**config.mk**
```make
export PLATFORM = sky130hd
export DESIGN_NAME = wwvb_frame_minute_decoder_core
export DESIGN_NICKNAME = d
export VERILOG_FILES = /design/src/wfmd_pkg.sv /design/src/wwvb_frame_minute_decoder_core.sv /design/src/wfmd_track.sv /design/src/wfmd_match.sv
export SDC_FILE = /design/constraint.sdc
export NUM_CORES = 1
export LEC_CHECK = 0
export BUFFER_PORTS_ARGS = -buffer_cell sky130_fd_sc_hd__buf_2
export CAP_MARGIN = 20
export CORE_ASPECT_RATIO = 0.8
export CORE_MARGIN = 3
export CORE_UTILIZATION = 40
export CTS_CLUSTER_SIZE = 10
export DETAILED_ROUTE_END_ITERATION = 6
export MAX_ROUTING_LAYER = met4
export SYNTH_ARGS = -nofsm -noshare
export SYNTH_HDL_FRONTEND = slang
export SYNTH_SLANG_ARGS = --single-unit
```
**constraint.sdc**
```tcl
create_clock -name clk -period 7.5 [get_ports clk]
set_input_delay 1.125 -clock clk [delete_from_list [all_inputs] [get_ports clk]]
set_output_delay 1.125 -clock clk [all_outputs]
set_load 0.005 [all_outputs]
```
**src/wfmd_pkg.sv**
```systemverilog
// Shared types, symbol codes and helpers for the time-code minute decoder.
`default_nettype none
package wfmd_pkg;

	localparam int WinLen = 11;

	localparam logic [7:0] SymSync = 8'h80;
	localparam logic [7:0] SymOne  = 8'hF0;
	localparam logic [7:0] SymZero = 8'hFE;
	localparam logic [7:0] SymBad  = 8'hFF;

	localparam logic [5:0] MinuteLimit = 6'd60;

	localparam logic [1:0] ClsInvalid = 2'd0;
	localparam logic [1:0] ClsZero    = 2'd1;
	localparam logic [1:0] ClsOne     = 2'd2;
	localparam logic [1:0] ClsSync    = 2'd3;

	localparam logic [7:0] HoldoffReset = 8'd60;

	// Register byte address bit 2 selects the register slot.
	localparam logic RegHoldoff = 1'b0;

	typedef logic [WinLen-1:0][7:0] win_t;

	// Tracker to matcher: updated window, holdoff and current class.
	typedef struct packed {
		win_t       win;
		logic [7:0] holdoff;
		logic [1:0] sym_class;
	} trk_t;

	typedef struct packed {
		logic       minute_valid;
		logic [5:0] minute;
		logic [1:0] symbol_class;
	} res_t;

	function automatic logic [1:0] classify(input logic [7:0] s);
		logic [1:0] c;
		case (s)
			SymSync: c = ClsSync;
			SymOne:  c = ClsOne;
			SymZero: c = ClsZero;
			default: c = ClsInvalid;
		endcase
		return c;
	endfunction

endpackage
`default_nettype wire

```
**src/wwvb_frame_minute_decoder_core.sv**
```systemverilog
// Top level of the time-code minute decoder: stream ports, register port, result register.
// An accepted input beat's result beat appears on m_tvalid in the cycle after the accept.
// Throughput: one beat per clock while m_tready drains the result; window shift, holdoff
// update and decode all settle in the accept cycle and land in a single output register.
// s_tready is high whenever the output register is empty or being drained this cycle.
// Reset (arst_n low, asynchronous): window, holdoff and spacing clear, holdoff_length
// returns to 60, output register empties.
`default_nettype none
module wwvb_frame_minute_decoder_core (
	input  wire logic        clk,
	input  wire logic        arst_n,
	// input stream
	input  wire logic        s_tvalid,
	output logic             s_tready,
	input  wire logic [15:0] s_tdata,   // [7:0] symbol_byte, [8] strict_checks, [15:9] zero
	input  wire logic        s_tuser,   // [0] receive_error
	// result stream
	output logic             m_tvalid,
	input  wire logic        m_tready,
	output logic [7:0]       m_tdata,   // [5:0] minute, [7:6] symbol_class
	output logic             m_tuser,   // [0] minute_valid
	// register port
	input  wire logic        psel,
	input  wire logic        penable,
	input  wire logic        pwrite,
	input  wire logic [2:0]  paddr,
	input  wire logic [31:0] pwdata,
	output logic [31:0]      prdata,
	output logic             pready
);

	logic           accept;
	logic [7:0]     holdoff_len_q;
	wfmd_pkg::trk_t trk;
	wfmd_pkg::res_t res;
	wfmd_pkg::res_t res_q;
	logic           out_vld_q;

	// Register port: always ready, one register in slot zero.
	assign pready = 1'b1;

	always_ff @(posedge clk or negedge arst_n) begin
		if (!arst_n) begin
			holdoff_len_q <= wfmd_pkg::HoldoffReset;
		end else if (psel && penable && pwrite && (paddr[2] == wfmd_pkg::RegHoldoff)) begin
			holdoff_len_q <= pwdata[7:0];
		end
	end

	always_comb begin
		case (paddr[2])
			wfmd_pkg::RegHoldoff: prdata = {24'd0, holdoff_len_q};
			default:              prdata = 32'd0;
		endcase
	end

	// A valid beat is taken whenever the result slot is empty or frees up this cycle.
	assign s_tready = !out_vld_q || m_tready;
	assign accept   = s_tvalid && s_tready;

	wfmd_track u_track (
		.clk           (clk),
		.arst_n        (arst_n),
		.accept        (accept),
		.symbol_byte   (s_tdata[7:0]),
		.receive_error (s_tuser),
		.strict_checks (s_tdata[8]),
		.holdoff_length(holdoff_len_q),
		.trk           (trk)
	);

	wfmd_match u_match (
		.trk(trk),
		.res(res)
	);

	// Result register: loads on accept, empties when drained with nothing new.
	always_ff @(posedge clk or negedge arst_n) begin
		if (!arst_n) begin
			out_vld_q <= 1'b0;
		end else if (accept) begin
			out_vld_q <= 1'b1;
		end else if (m_tready) begin
			out_vld_q <= 1'b0;
		end
	end

	always_ff @(posedge clk) begin
		if (accept) begin
			res_q <= res;
		end
	end

	assign m_tvalid = out_vld_q;
	assign m_tdata  = {res_q.symbol_class, res_q.minute};
	assign m_tuser  = res_q.minute_valid;

`ifndef NO_ASSERTIONS
	// A trusted minute is always below sixty.
	a_minute_range: assert property (@(posedge clk) disable iff (!arst_n)
		(m_tvalid && m_tuser) |-> (m_tdata[5:0] < wfmd_pkg::MinuteLimit))
		else $error("trusted minute out of range");

	// An untrusted result carries minute zero.
	a_minute_zero: assert property (@(posedge clk) disable iff (!arst_n)
		(m_tvalid && !m_tuser) |-> (m_tdata[5:0] == 6'd0))
		else $error("minute not zero on failed decode");

	// Every accepted beat shows up in the result slot next cycle.
	a_accept_out: assert property (@(posedge clk) disable iff (!arst_n)
		accept |=> m_tvalid)
		else $error("accepted beat lost");

	// A result only ever appears if a beat was accepted or one was already waiting.
	a_no_invent: assert property (@(posedge clk) disable iff (!arst_n)
		(!$past(accept) && !$past(m_tvalid)) |-> !m_tvalid)
		else $error("result beat without input");
`endif

endmodule
`default_nettype wire

```
**src/wfmd_track.sv**
```systemverilog
// Symbol window shift line, error holdoff and sync spacing counter.
`default_nettype none
module wfmd_track (
	input  wire logic        clk,
	input  wire logic        arst_n,
	input  wire logic        accept,
	input  wire logic [7:0]  symbol_byte,
	input  wire logic        receive_error,
	input  wire logic        strict_checks,
	input  wire logic [7:0]  holdoff_length,
	output wfmd_pkg::trk_t   trk
);

	wfmd_pkg::win_t win_q;
	logic [7:0]     hold_q;
	logic [7:0]     spacing_q;

	logic [7:0]     sym;
	logic [1:0]     cls;
	logic [7:0]     hold_dec;
	logic [7:0]     sp_inc;
	logic           fail;
	logic [7:0]     hold_next;
	logic [7:0]     sp_next;
	wfmd_pkg::win_t win_next;

	always_comb begin
		sym      = receive_error ? wfmd_pkg::SymBad : symbol_byte;
		cls      = wfmd_pkg::classify(sym);
		win_next = {sym, win_q[wfmd_pkg::WinLen-1:1]};
		hold_dec = (hold_q != 8'd0) ? hold_q - 8'd1 : 8'd0;
		sp_inc   = spacing_q + 8'd1;
		fail     = (cls == wfmd_pkg::ClsInvalid) ||
		           ((sym == wfmd_pkg::SymSync) &&
		            !(sp_inc == 8'd1 || sp_inc == 8'd9 || sp_inc == 8'd10));
		hold_next = (strict_checks && fail) ? holdoff_length : hold_dec;
		if (!strict_checks) begin
			sp_next = spacing_q;
		end else if (sym == wfmd_pkg::SymSync) begin
			sp_next = 8'd0;
		end else begin
			sp_next = sp_inc;
		end
	end

	always_ff @(posedge clk or negedge arst_n) begin
		if (!arst_n) begin
			win_q     <= '0;
			hold_q    <= 8'd0;
			spacing_q <= 8'd0;
		end else if (accept) begin
			win_q     <= win_next;
			hold_q    <= hold_next;
			spacing_q <= sp_next;
		end
	end

	assign trk.win       = win_next;
	assign trk.holdoff   = hold_next;
	assign trk.sym_class = cls;

endmodule
`default_nettype wire

```
**src/wfmd_match.sv**
```systemverilog
// Frame start match and minute decode over the updated window.
`default_nettype none
module wfmd_match (
	input  wire wfmd_pkg::trk_t trk,
	output wfmd_pkg::res_t      res
);

	logic       frame;
	logic       bits_ok;
	logic [6:0] tens;
	logic [6:0] acc;

	always_comb begin
		frame = (trk.win[0] == wfmd_pkg::SymSync) && (trk.win[1] == wfmd_pkg::SymSync) &&
		        (trk.win[10] == wfmd_pkg::SymSync) && (trk.win[5] == wfmd_pkg::SymZero);
		bits_ok = 1'b1;
		for (int i = 2; i < 10; i++) begin
			if (i != 5) begin
				if (trk.win[i] != wfmd_pkg::SymOne && trk.win[i] != wfmd_pkg::SymZero)
					bits_ok = 1'b0;
			end
		end
		// tens digit 0..7, times ten as x*8 + x*2
		tens = {4'd0, trk.win[2] == wfmd_pkg::SymOne, trk.win[3] == wfmd_pkg::SymOne,
		        trk.win[4] == wfmd_pkg::SymOne};
		acc  = (tens << 3) + (tens << 1) +
		       {3'd0, trk.win[6] == wfmd_pkg::SymOne, trk.win[7] == wfmd_pkg::SymOne,
		        trk.win[8] == wfmd_pkg::SymOne, trk.win[9] == wfmd_pkg::SymOne};
		res.symbol_class = trk.sym_class;
		if (frame && bits_ok && (trk.holdoff == 8'd0) &&
		    (acc < {1'b0, wfmd_pkg::MinuteLimit})) begin
			res.minute_valid = 1'b1;
			res.minute       = acc[5:0];
		end else begin
			res.minute_valid = 1'b0;
			res.minute       = 6'd0;
		end
	end

endmodule
`default_nettype wire

```
Word level (Yosys, flattened, before mapping)
Index checks and enable logic that the tools add are counted.
Storage, ports and cells
  bits in registers: 114
  input bits: 59
  output and inout bits: 44
  word-level logic and storage cells: 99
Operators by class
  $add $sub $neg: 4
  order comparisons: 1
  eq/ne operators: 30
  multiplexer cells: 16
  bitwise operators: 1
  reduce and logical (&&, ||, !) cells: 30
Operator list (number)
  $ne 8x8->1 const B: 14
  $eq 8x8->1 const B: 13
  $mux 8: 5
  $logic_and 1x1->1: 19
  $eq 8x4->1 const B: 2
  $mux 1: 9
  $add 8x1->8 const B: 1
  $eq 8x1->1 const B: 1
  $logic_not 8->1: 1
  $reduce_bool 8->1: 1
  $sub 8x1->8 const B: 1
  $add 6x4->7: 1
  $add 7x4->7: 1
  $lt 7x6->1 const B: 1
  $mux 7: 1
  $pmux 2 s3: 1
  $logic_or 1x1->1: 4
  $logic_not 1->1: 2
  $logic_not 2->1: 1
  $reduce_and 2->1: 1
  $reduce_bool 2->1: 1
  $not 1->1: 1

Logic depth before layout (Yosys ltp)
  depth in word-level cells: 13
  mapped depth: 13
  gate-level depth less buffers: 13

By module
A second synthesis with hierarchy kept.
Unflattened totals
  cells, all modules: 497
  area, all modules: 5875.6 um^2
By module, submodules not included
  wfmd_track: instances 1, cells an instance 349, area an instance 4354.2 um^2, sequential area each 2402.3 um^2
  wwvb_frame_minute_decoder_core: instances 1, cells an instance 65, area an instance 898.4 um^2, sequential area each 500.5 um^2
  wfmd_match: instances 1, cells an instance 83, area an instance 623.1 um^2, sequential area each 0.0 um^2

Least setup slack after synthesis
OpenSTA, ideal clock, no wires.
  kind: register to register
  from: register u_track.win_q (netlist bit u_track.trk[27])
  to: register res_q (netlist bit m_tdata[0]), data pin
  arrival: 3224 ps
  slack: 4127 ps
  stages on the path, launching flop included: 12
  path buffers: 0
  cells stage by stage: dfrtp_1 > or3_1 > or3_4 > fa_1 > inv_1 > ha_1 > a21o_2 > a21oi_1 > xor2_1 > a2111o_1 > a211o_4 > nor3b_2
On the way
  word-level cells in the longest chain between the ends: 12
RTL lines
  start, declared: RTL line wfmd_track.sv:14  | wfmd_pkg::win_t win_q;
  start signal, assigned: RTL line wfmd_track.sv:52  | win_q <= win_next;
  branches (longest 11 deep; another with $add 6x4->7)
  $logic_and 1x1->1 *: RTL line wfmd_match.sv:30  | if (frame && bits_ok && (trk.holdoff == 8'd0) &&
  end signal, assigned: RTL line wwvb_frame_minute_decoder_core.sv:90  | res_q <= res;
  end, declared: RTL line wwvb_frame_minute_decoder_core.sv:36  | wfmd_pkg::res_t res_q;
Mark *: on every way between the ends.
A chain may end at the register's enable or synchronous reset.

Worst setup path after layout
  from: register u_track.win_q (netlist bit u_track.trk[27])
  to: register res_q (netlist bit m_tdata[5]), data pin
On the way
  word-level cells in the longest chain between the ends: 12
RTL lines
  branches (longest 12 deep; another with $add 6x4->7)
Several ways; the timed one is not identified.

==> impl_metrics.xml <==
<?xml version="1.0" encoding="UTF-8"?>
<metrics>
  <group name="global_routing">
    <metric name="grt_first_pass_wirelength" unit="mm">19.68</metric>
    <metric name="global_route.usage.met1" unit="%">21.36</metric>
    <metric name="grt_use_total" unit="%">16.11</metric>
    <metric name="global_route.usage.met3" unit="%">5.239</metric>
    <metric name="antenna_found_initial" unit="">0</metric>
    <metric name="grt.busiest_layer" unit="">met2</metric>
    <metric name="global_route.overflow_total" unit="">0</metric>
    <metric name="grt_start_max_net_pins" unit="">68</metric>
    <metric name="via_count_of_the_first_global_routing_pass" unit="">3873</metric>
    <metric name="grt_util_met2" unit="%">23.82</metric>
  </group>
  <group name="timing">
    <metric name="fmaxAchievable" unit="MHz">273.3</metric>
    <metric name="layout_min_cycle_time" unit="ns">3.659</metric>
    <metric name="report.final.hold_viol_count" unit="">0</metric>
    <metric name="number_of_failing_setup_endpoints_in_the_final_timing_report" unit="">0</metric>
    <metric name="worst_hold_margin" unit="ns">0.5010</metric>
    <metric name="grt_setup_unrepaired" unit="">false</metric>
    <metric name="final.setup_skew" unit="ns">0.008367</metric>
    <metric name="setup_tns" unit="ns">0</metric>
    <metric name="timing.slew.headroom" unit="%">44.84</metric>
    <metric name="report.final.slew_viol_count" unit="">0</metric>
    <metric name="timing_worst_slew_pin_value" unit="ns">0.8275</metric>
    <metric name="final_min_period_over_clock_period" unit="%">48.78</metric>
    <metric name="setup_slack" unit="ns">3.841</metric>
  </group>
  <group name="worst_setup_path">
    <metric name="crit_slowest_cell" unit="">sky130_fd_sc_hd__fa_1</metric>
    <metric name="critical_path.cell_chain" unit="">or3_1, or3_4, fa_1, inv_1, ha_1, a21o_2, a21oi_1, xor2_1, a2111o_1, a211o_4, nor3b_2</metric>
    <metric name="critical_path.reg2reg.endpoint" unit="">m_tdata[5]</metric>
    <metric name="worst-path-stages" unit="">11</metric>
    <metric name="crit_fanout" unit="">7</metric>
    <metric name="critical_path.endpoint_type" unit="">flip-flop</metric>
    <metric name="critPathBufInv" unit="">1</metric>
    <metric name="worst-endpoint-required" unit="ns">7.76</metric>
    <metric name="critPathArrivalTime" unit="ns">3.92</metric>
    <metric name="critical_path.startpoint_type" unit="">flip-flop</metric>
    <metric name="timing.critical_path.slowest_cell_delay" unit="ns">0.54</metric>
    <metric name="critical-path-top-delay-family" unit="">compound AO/OA/AOI/OAI gates</metric>
    <metric name="reg_to_reg_setup_timing_slack" unit="ns">3.84</metric>
    <metric name="criticalPathCategory" unit="">reg -&gt; reg</metric>
    <metric name="rr_worst_depth" unit="">11</metric>
    <metric name="r2r_start" unit="">u_track.trk[27]</metric>
  </group>
  <group name="floorplan">
    <metric name="die_w" unit="microns">139.6</metric>
    <metric name="die_area" unit="sq um">15760</metric>
    <metric name="die_h" unit="microns">112.9</metric>
    <metric name="core_area" unit="sq um">13740</metric>
    <metric name="initial_core_util" unit="%">41.57</metric>
    <metric name="design.portCount" unit="">103</metric>
    <metric name="fp-row-count" unit="">38</metric>
  </group>
  <group name="run_status">
    <metric name="run_status" unit="">finished clean</metric>
  </group>
  <group name="clock_network">
    <metric name="clock_tree.buffer_depth" unit="">2</metric>
    <metric name="cts_made_buffers" unit="">17</metric>
    <metric name="htree_num_levels" unit="">4</metric>
    <metric name="path_clk_slew" unit="ns">0.05</metric>
    <metric name="tritoncts" unit="">done</metric>
    <metric name="clock_sink_count" unit="">114</metric>
    <metric name="clock_tree.root_cell" unit="">sky130_fd_sc_hd__clkbuf_16</metric>
    <metric name="post_cts_hold_buffer_count" unit="">0</metric>
    <metric name="clock_insertion_delay_worst_skew" unit="ns">0.42</metric>
    <metric name="post_cts_buffers" unit="">0</metric>
    <metric name="ctsResizeCount" unit="">0</metric>
  </group>
  <group name="power_and_ir_drop">
    <metric name="power_leakage" unit="uW">0.002868</metric>
    <metric name="power_density_relative_to_cell_area" unit="nW/um^2">366.2</metric>
    <metric name="ir_worst_vdd" unit="mV">0.1554</metric>
  </group>
  <group name="final_layout">
    <metric name="diodes" unit="">0</metric>
    <metric name="drive_gt1_share" unit="%">32.55</metric>
    <metric name="filler_cell_count" unit="">1246</metric>
    <metric name="design.final.nets" unit="">607</metric>
    <metric name="area_growth_syn_to_layout" unit="%">16.52</metric>
  </group>
  <group name="synthesis">
    <metric name="synthArstFlopShare" unit="%">92.11</metric>
    <metric name="number_of_synthesized_flops_with_an_enable_pin" unit="">9</metric>
    <metric name="post_synth_inst_count" unit="">492</metric>
    <metric name="leading_cell_types_by_count_after_synthesis" unit="">101 x sky130_fd_sc_hd__dfrtp_1, 80 x sky130_fd_sc_hd__mux2_2, 25 x sky130_fd_sc_hd__buf_4, 25 x sky130_fd_sc_hd__nand2_1, 24 x sky130_fd_sc_hd__nor2_1</metric>
    <metric name="netlist-cell-type-count" unit="">62</metric>
    <metric name="postSynthAreaPerCell" unit="sq um">11.61</metric>
    <metric name="synth_flop_cell" unit="">sky130_fd_sc_hd__dfrtp_1</metric>
    <metric name="most_used_standard_cell_by_instance_count_after_synthesis" unit="">sky130_fd_sc_hd__dfrtp_1</metric>
    <metric name="mappedNetlistArea" unit="sq um">5712</metric>
    <metric name="ys_top_cells_by_area" unit="">sky130_fd_sc_hd__dfrtp_1 44%, sky130_fd_sc_hd__mux2_2 16%, sky130_fd_sc_hd__edfxtp_1 4.7%</metric>
    <metric name="synth-warning-count" unit="">0</metric>
    <metric name="synth_largest_type_area_fraction" unit="%">44.25</metric>
    <metric name="ys_ff_latch" unit="">114</metric>
    <metric name="post-synth-top-area-cell" unit="">sky130_fd_sc_hd__dfrtp_1</metric>
    <metric name="synth_sequential_area_ratio" unit="%">50.82</metric>
  </group>
  <group name="route">
    <metric name="drt_wl_total" unit="mm">11.62</metric>
    <metric name="wl_per_cell" unit="microns">15.92</metric>
    <metric name="drcViolationCount" unit="">0</metric>
    <metric name="postRouteAntennaNets" unit="">0</metric>
    <metric name="initialDrtViolationCount" unit="">199</metric>
    <metric name="dr_total_vias" unit="">3826</metric>
    <metric name="drt-vias-per-instance" unit="">5.241</metric>
    <metric name="first_pass_iteration_count_of_the_detailed_router" unit="">4</metric>
  </group>
  <group name="placement">
    <metric name="post-place-ws" unit="ns">3.840</metric>
    <metric name="port_buffers" unit="">44</metric>
    <metric name="gp_congestion" unit="">0.8534</metric>
    <metric name="detailed_place_hpwl" unit="mm">7.957</metric>
  </group>
  <group name="worst_hold_path">
    <metric name="holdCritPathClass" unit="">reg -&gt; reg</metric>
    <metric name="hold_path_startpoint" unit="">u_track.trk[17]</metric>
    <metric name="min_delay_worst_endpoint" unit="">u_track.trk[17]</metric>
    <metric name="number_of_instances_on_the_worst_hold_path" unit="">1</metric>
  </group>
  <group name="job">
    <metric name="cap_violations" unit="">0</metric>
  </group>
</metrics>
[per-stage QoR]
stage	util, %	cell area (sq um)	cells	power, uW
3_5_place_dp	43.69	6003	698	1554
5_1_grt	48.43	6655	730	2584
6_report	48.43	6655	730	2437
4_1_cts	48.43	6655	730	2456
3_3_place_gp	43.69	6003	698	1531
2_1_floorplan	-	5798	515	1395
[cells in the final DEF, fill, tap and decap left out, types with 9 or more instances in the layout]
cell	Yosys	layout
sky130_fd_sc_hd__conb_1	2	25
sky130_fd_sc_hd__o21ai_0	19	19
sky130_fd_sc_hd__nor4_1	9	9
sky130_fd_sc_hd__a21oi_1	9	9
sky130_fd_sc_hd__nand4_1	11	11
sky130_fd_sc_hd__nand2_1	25	24
sky130_fd_sc_hd__nor3_1	15	15
sky130_fd_sc_hd__mux2_2	80	80
sky130_fd_sc_hd__nor2_1	24	24
sky130_fd_sc_hd__edfxtp_1	9	9
sky130_fd_sc_hd__nand3_1	11	11
sky130_fd_sc_hd__inv_1	19	19
sky130_fd_sc_hd__nor2b_1	10	10
sky130_fd_sc_hd__dfrtp_1	101	101
sky130_fd_sc_hd__ha_1	9	9
sky130_fd_sc_hd__buf_2	1	43
sky130_fd_sc_hd__clkbuf_16	0	18
[power breakdown]
part | switching [uW] | leakage (uW) | internal (uW)
clock network | 273 | 0.000325 | 613
logic | 224 | 0.00120 | 266
registers | 212 | 0.00135 | 849
total | 709 | 0.00287 | 1730
[routing by layer]
layer | share of wire (%) | vias to the layer above
met5 | 0 | -
met4 | 1.4 | 0
met3 | 3.7 | 11
met2 | 47 | 73
met1 | 48 | 1909
li1 | - | 1833
[final cells by class]
type	instances	area (sq um)	area share, %
flip-flops and latches	114	2903	43.62
multi-input cells	337	2555	38.39
clock buffers	21	471.7	7.088
repair buffers	47	245.2	3.685
well taps	180	225.2	3.384
clock inverters	11	180.2	2.707
inverters	20	75.07	1.128
[flip-flops by register name, indices dropped and copies added (netlist names)]
name and count:
m_tvalid 1, u_track.spacing_q 8, m_tdata 8, m_tuser 1, u_track.trk 80, holdoff_len_q 8
u_track.hold_q 8
[logic make-up after synthesis]
logic type | share of synthesized area (%)
and+or+nand+nor | 14.48
DFF | 50.82
muxes | 17.44
buffers and inverters | 6.002
AOI/OAI and AO/OA | 7.536
adders and majority gates | 2.673
xor gates and xnor gates | 0.9200
other | 0.1315
[worst max path at each step]
stage	from	slack, ns	to
2_1_floorplan	u_track.trk[27]	4.13	m_tdata[0]
4_1_cts	u_track.trk[27]	3.81	m_tdata[5]
3_3_place_gp	s_tuser	3.87	m_tdata[5]
3_5_place_dp	s_tuser	3.84	m_tdata[5]
5_1_grt	u_track.trk[27]	3.70	m_tdata[5]
6_report	u_track.trk[27]	3.84	m_tdata[5]
Power figures use the tool's default switching activity.
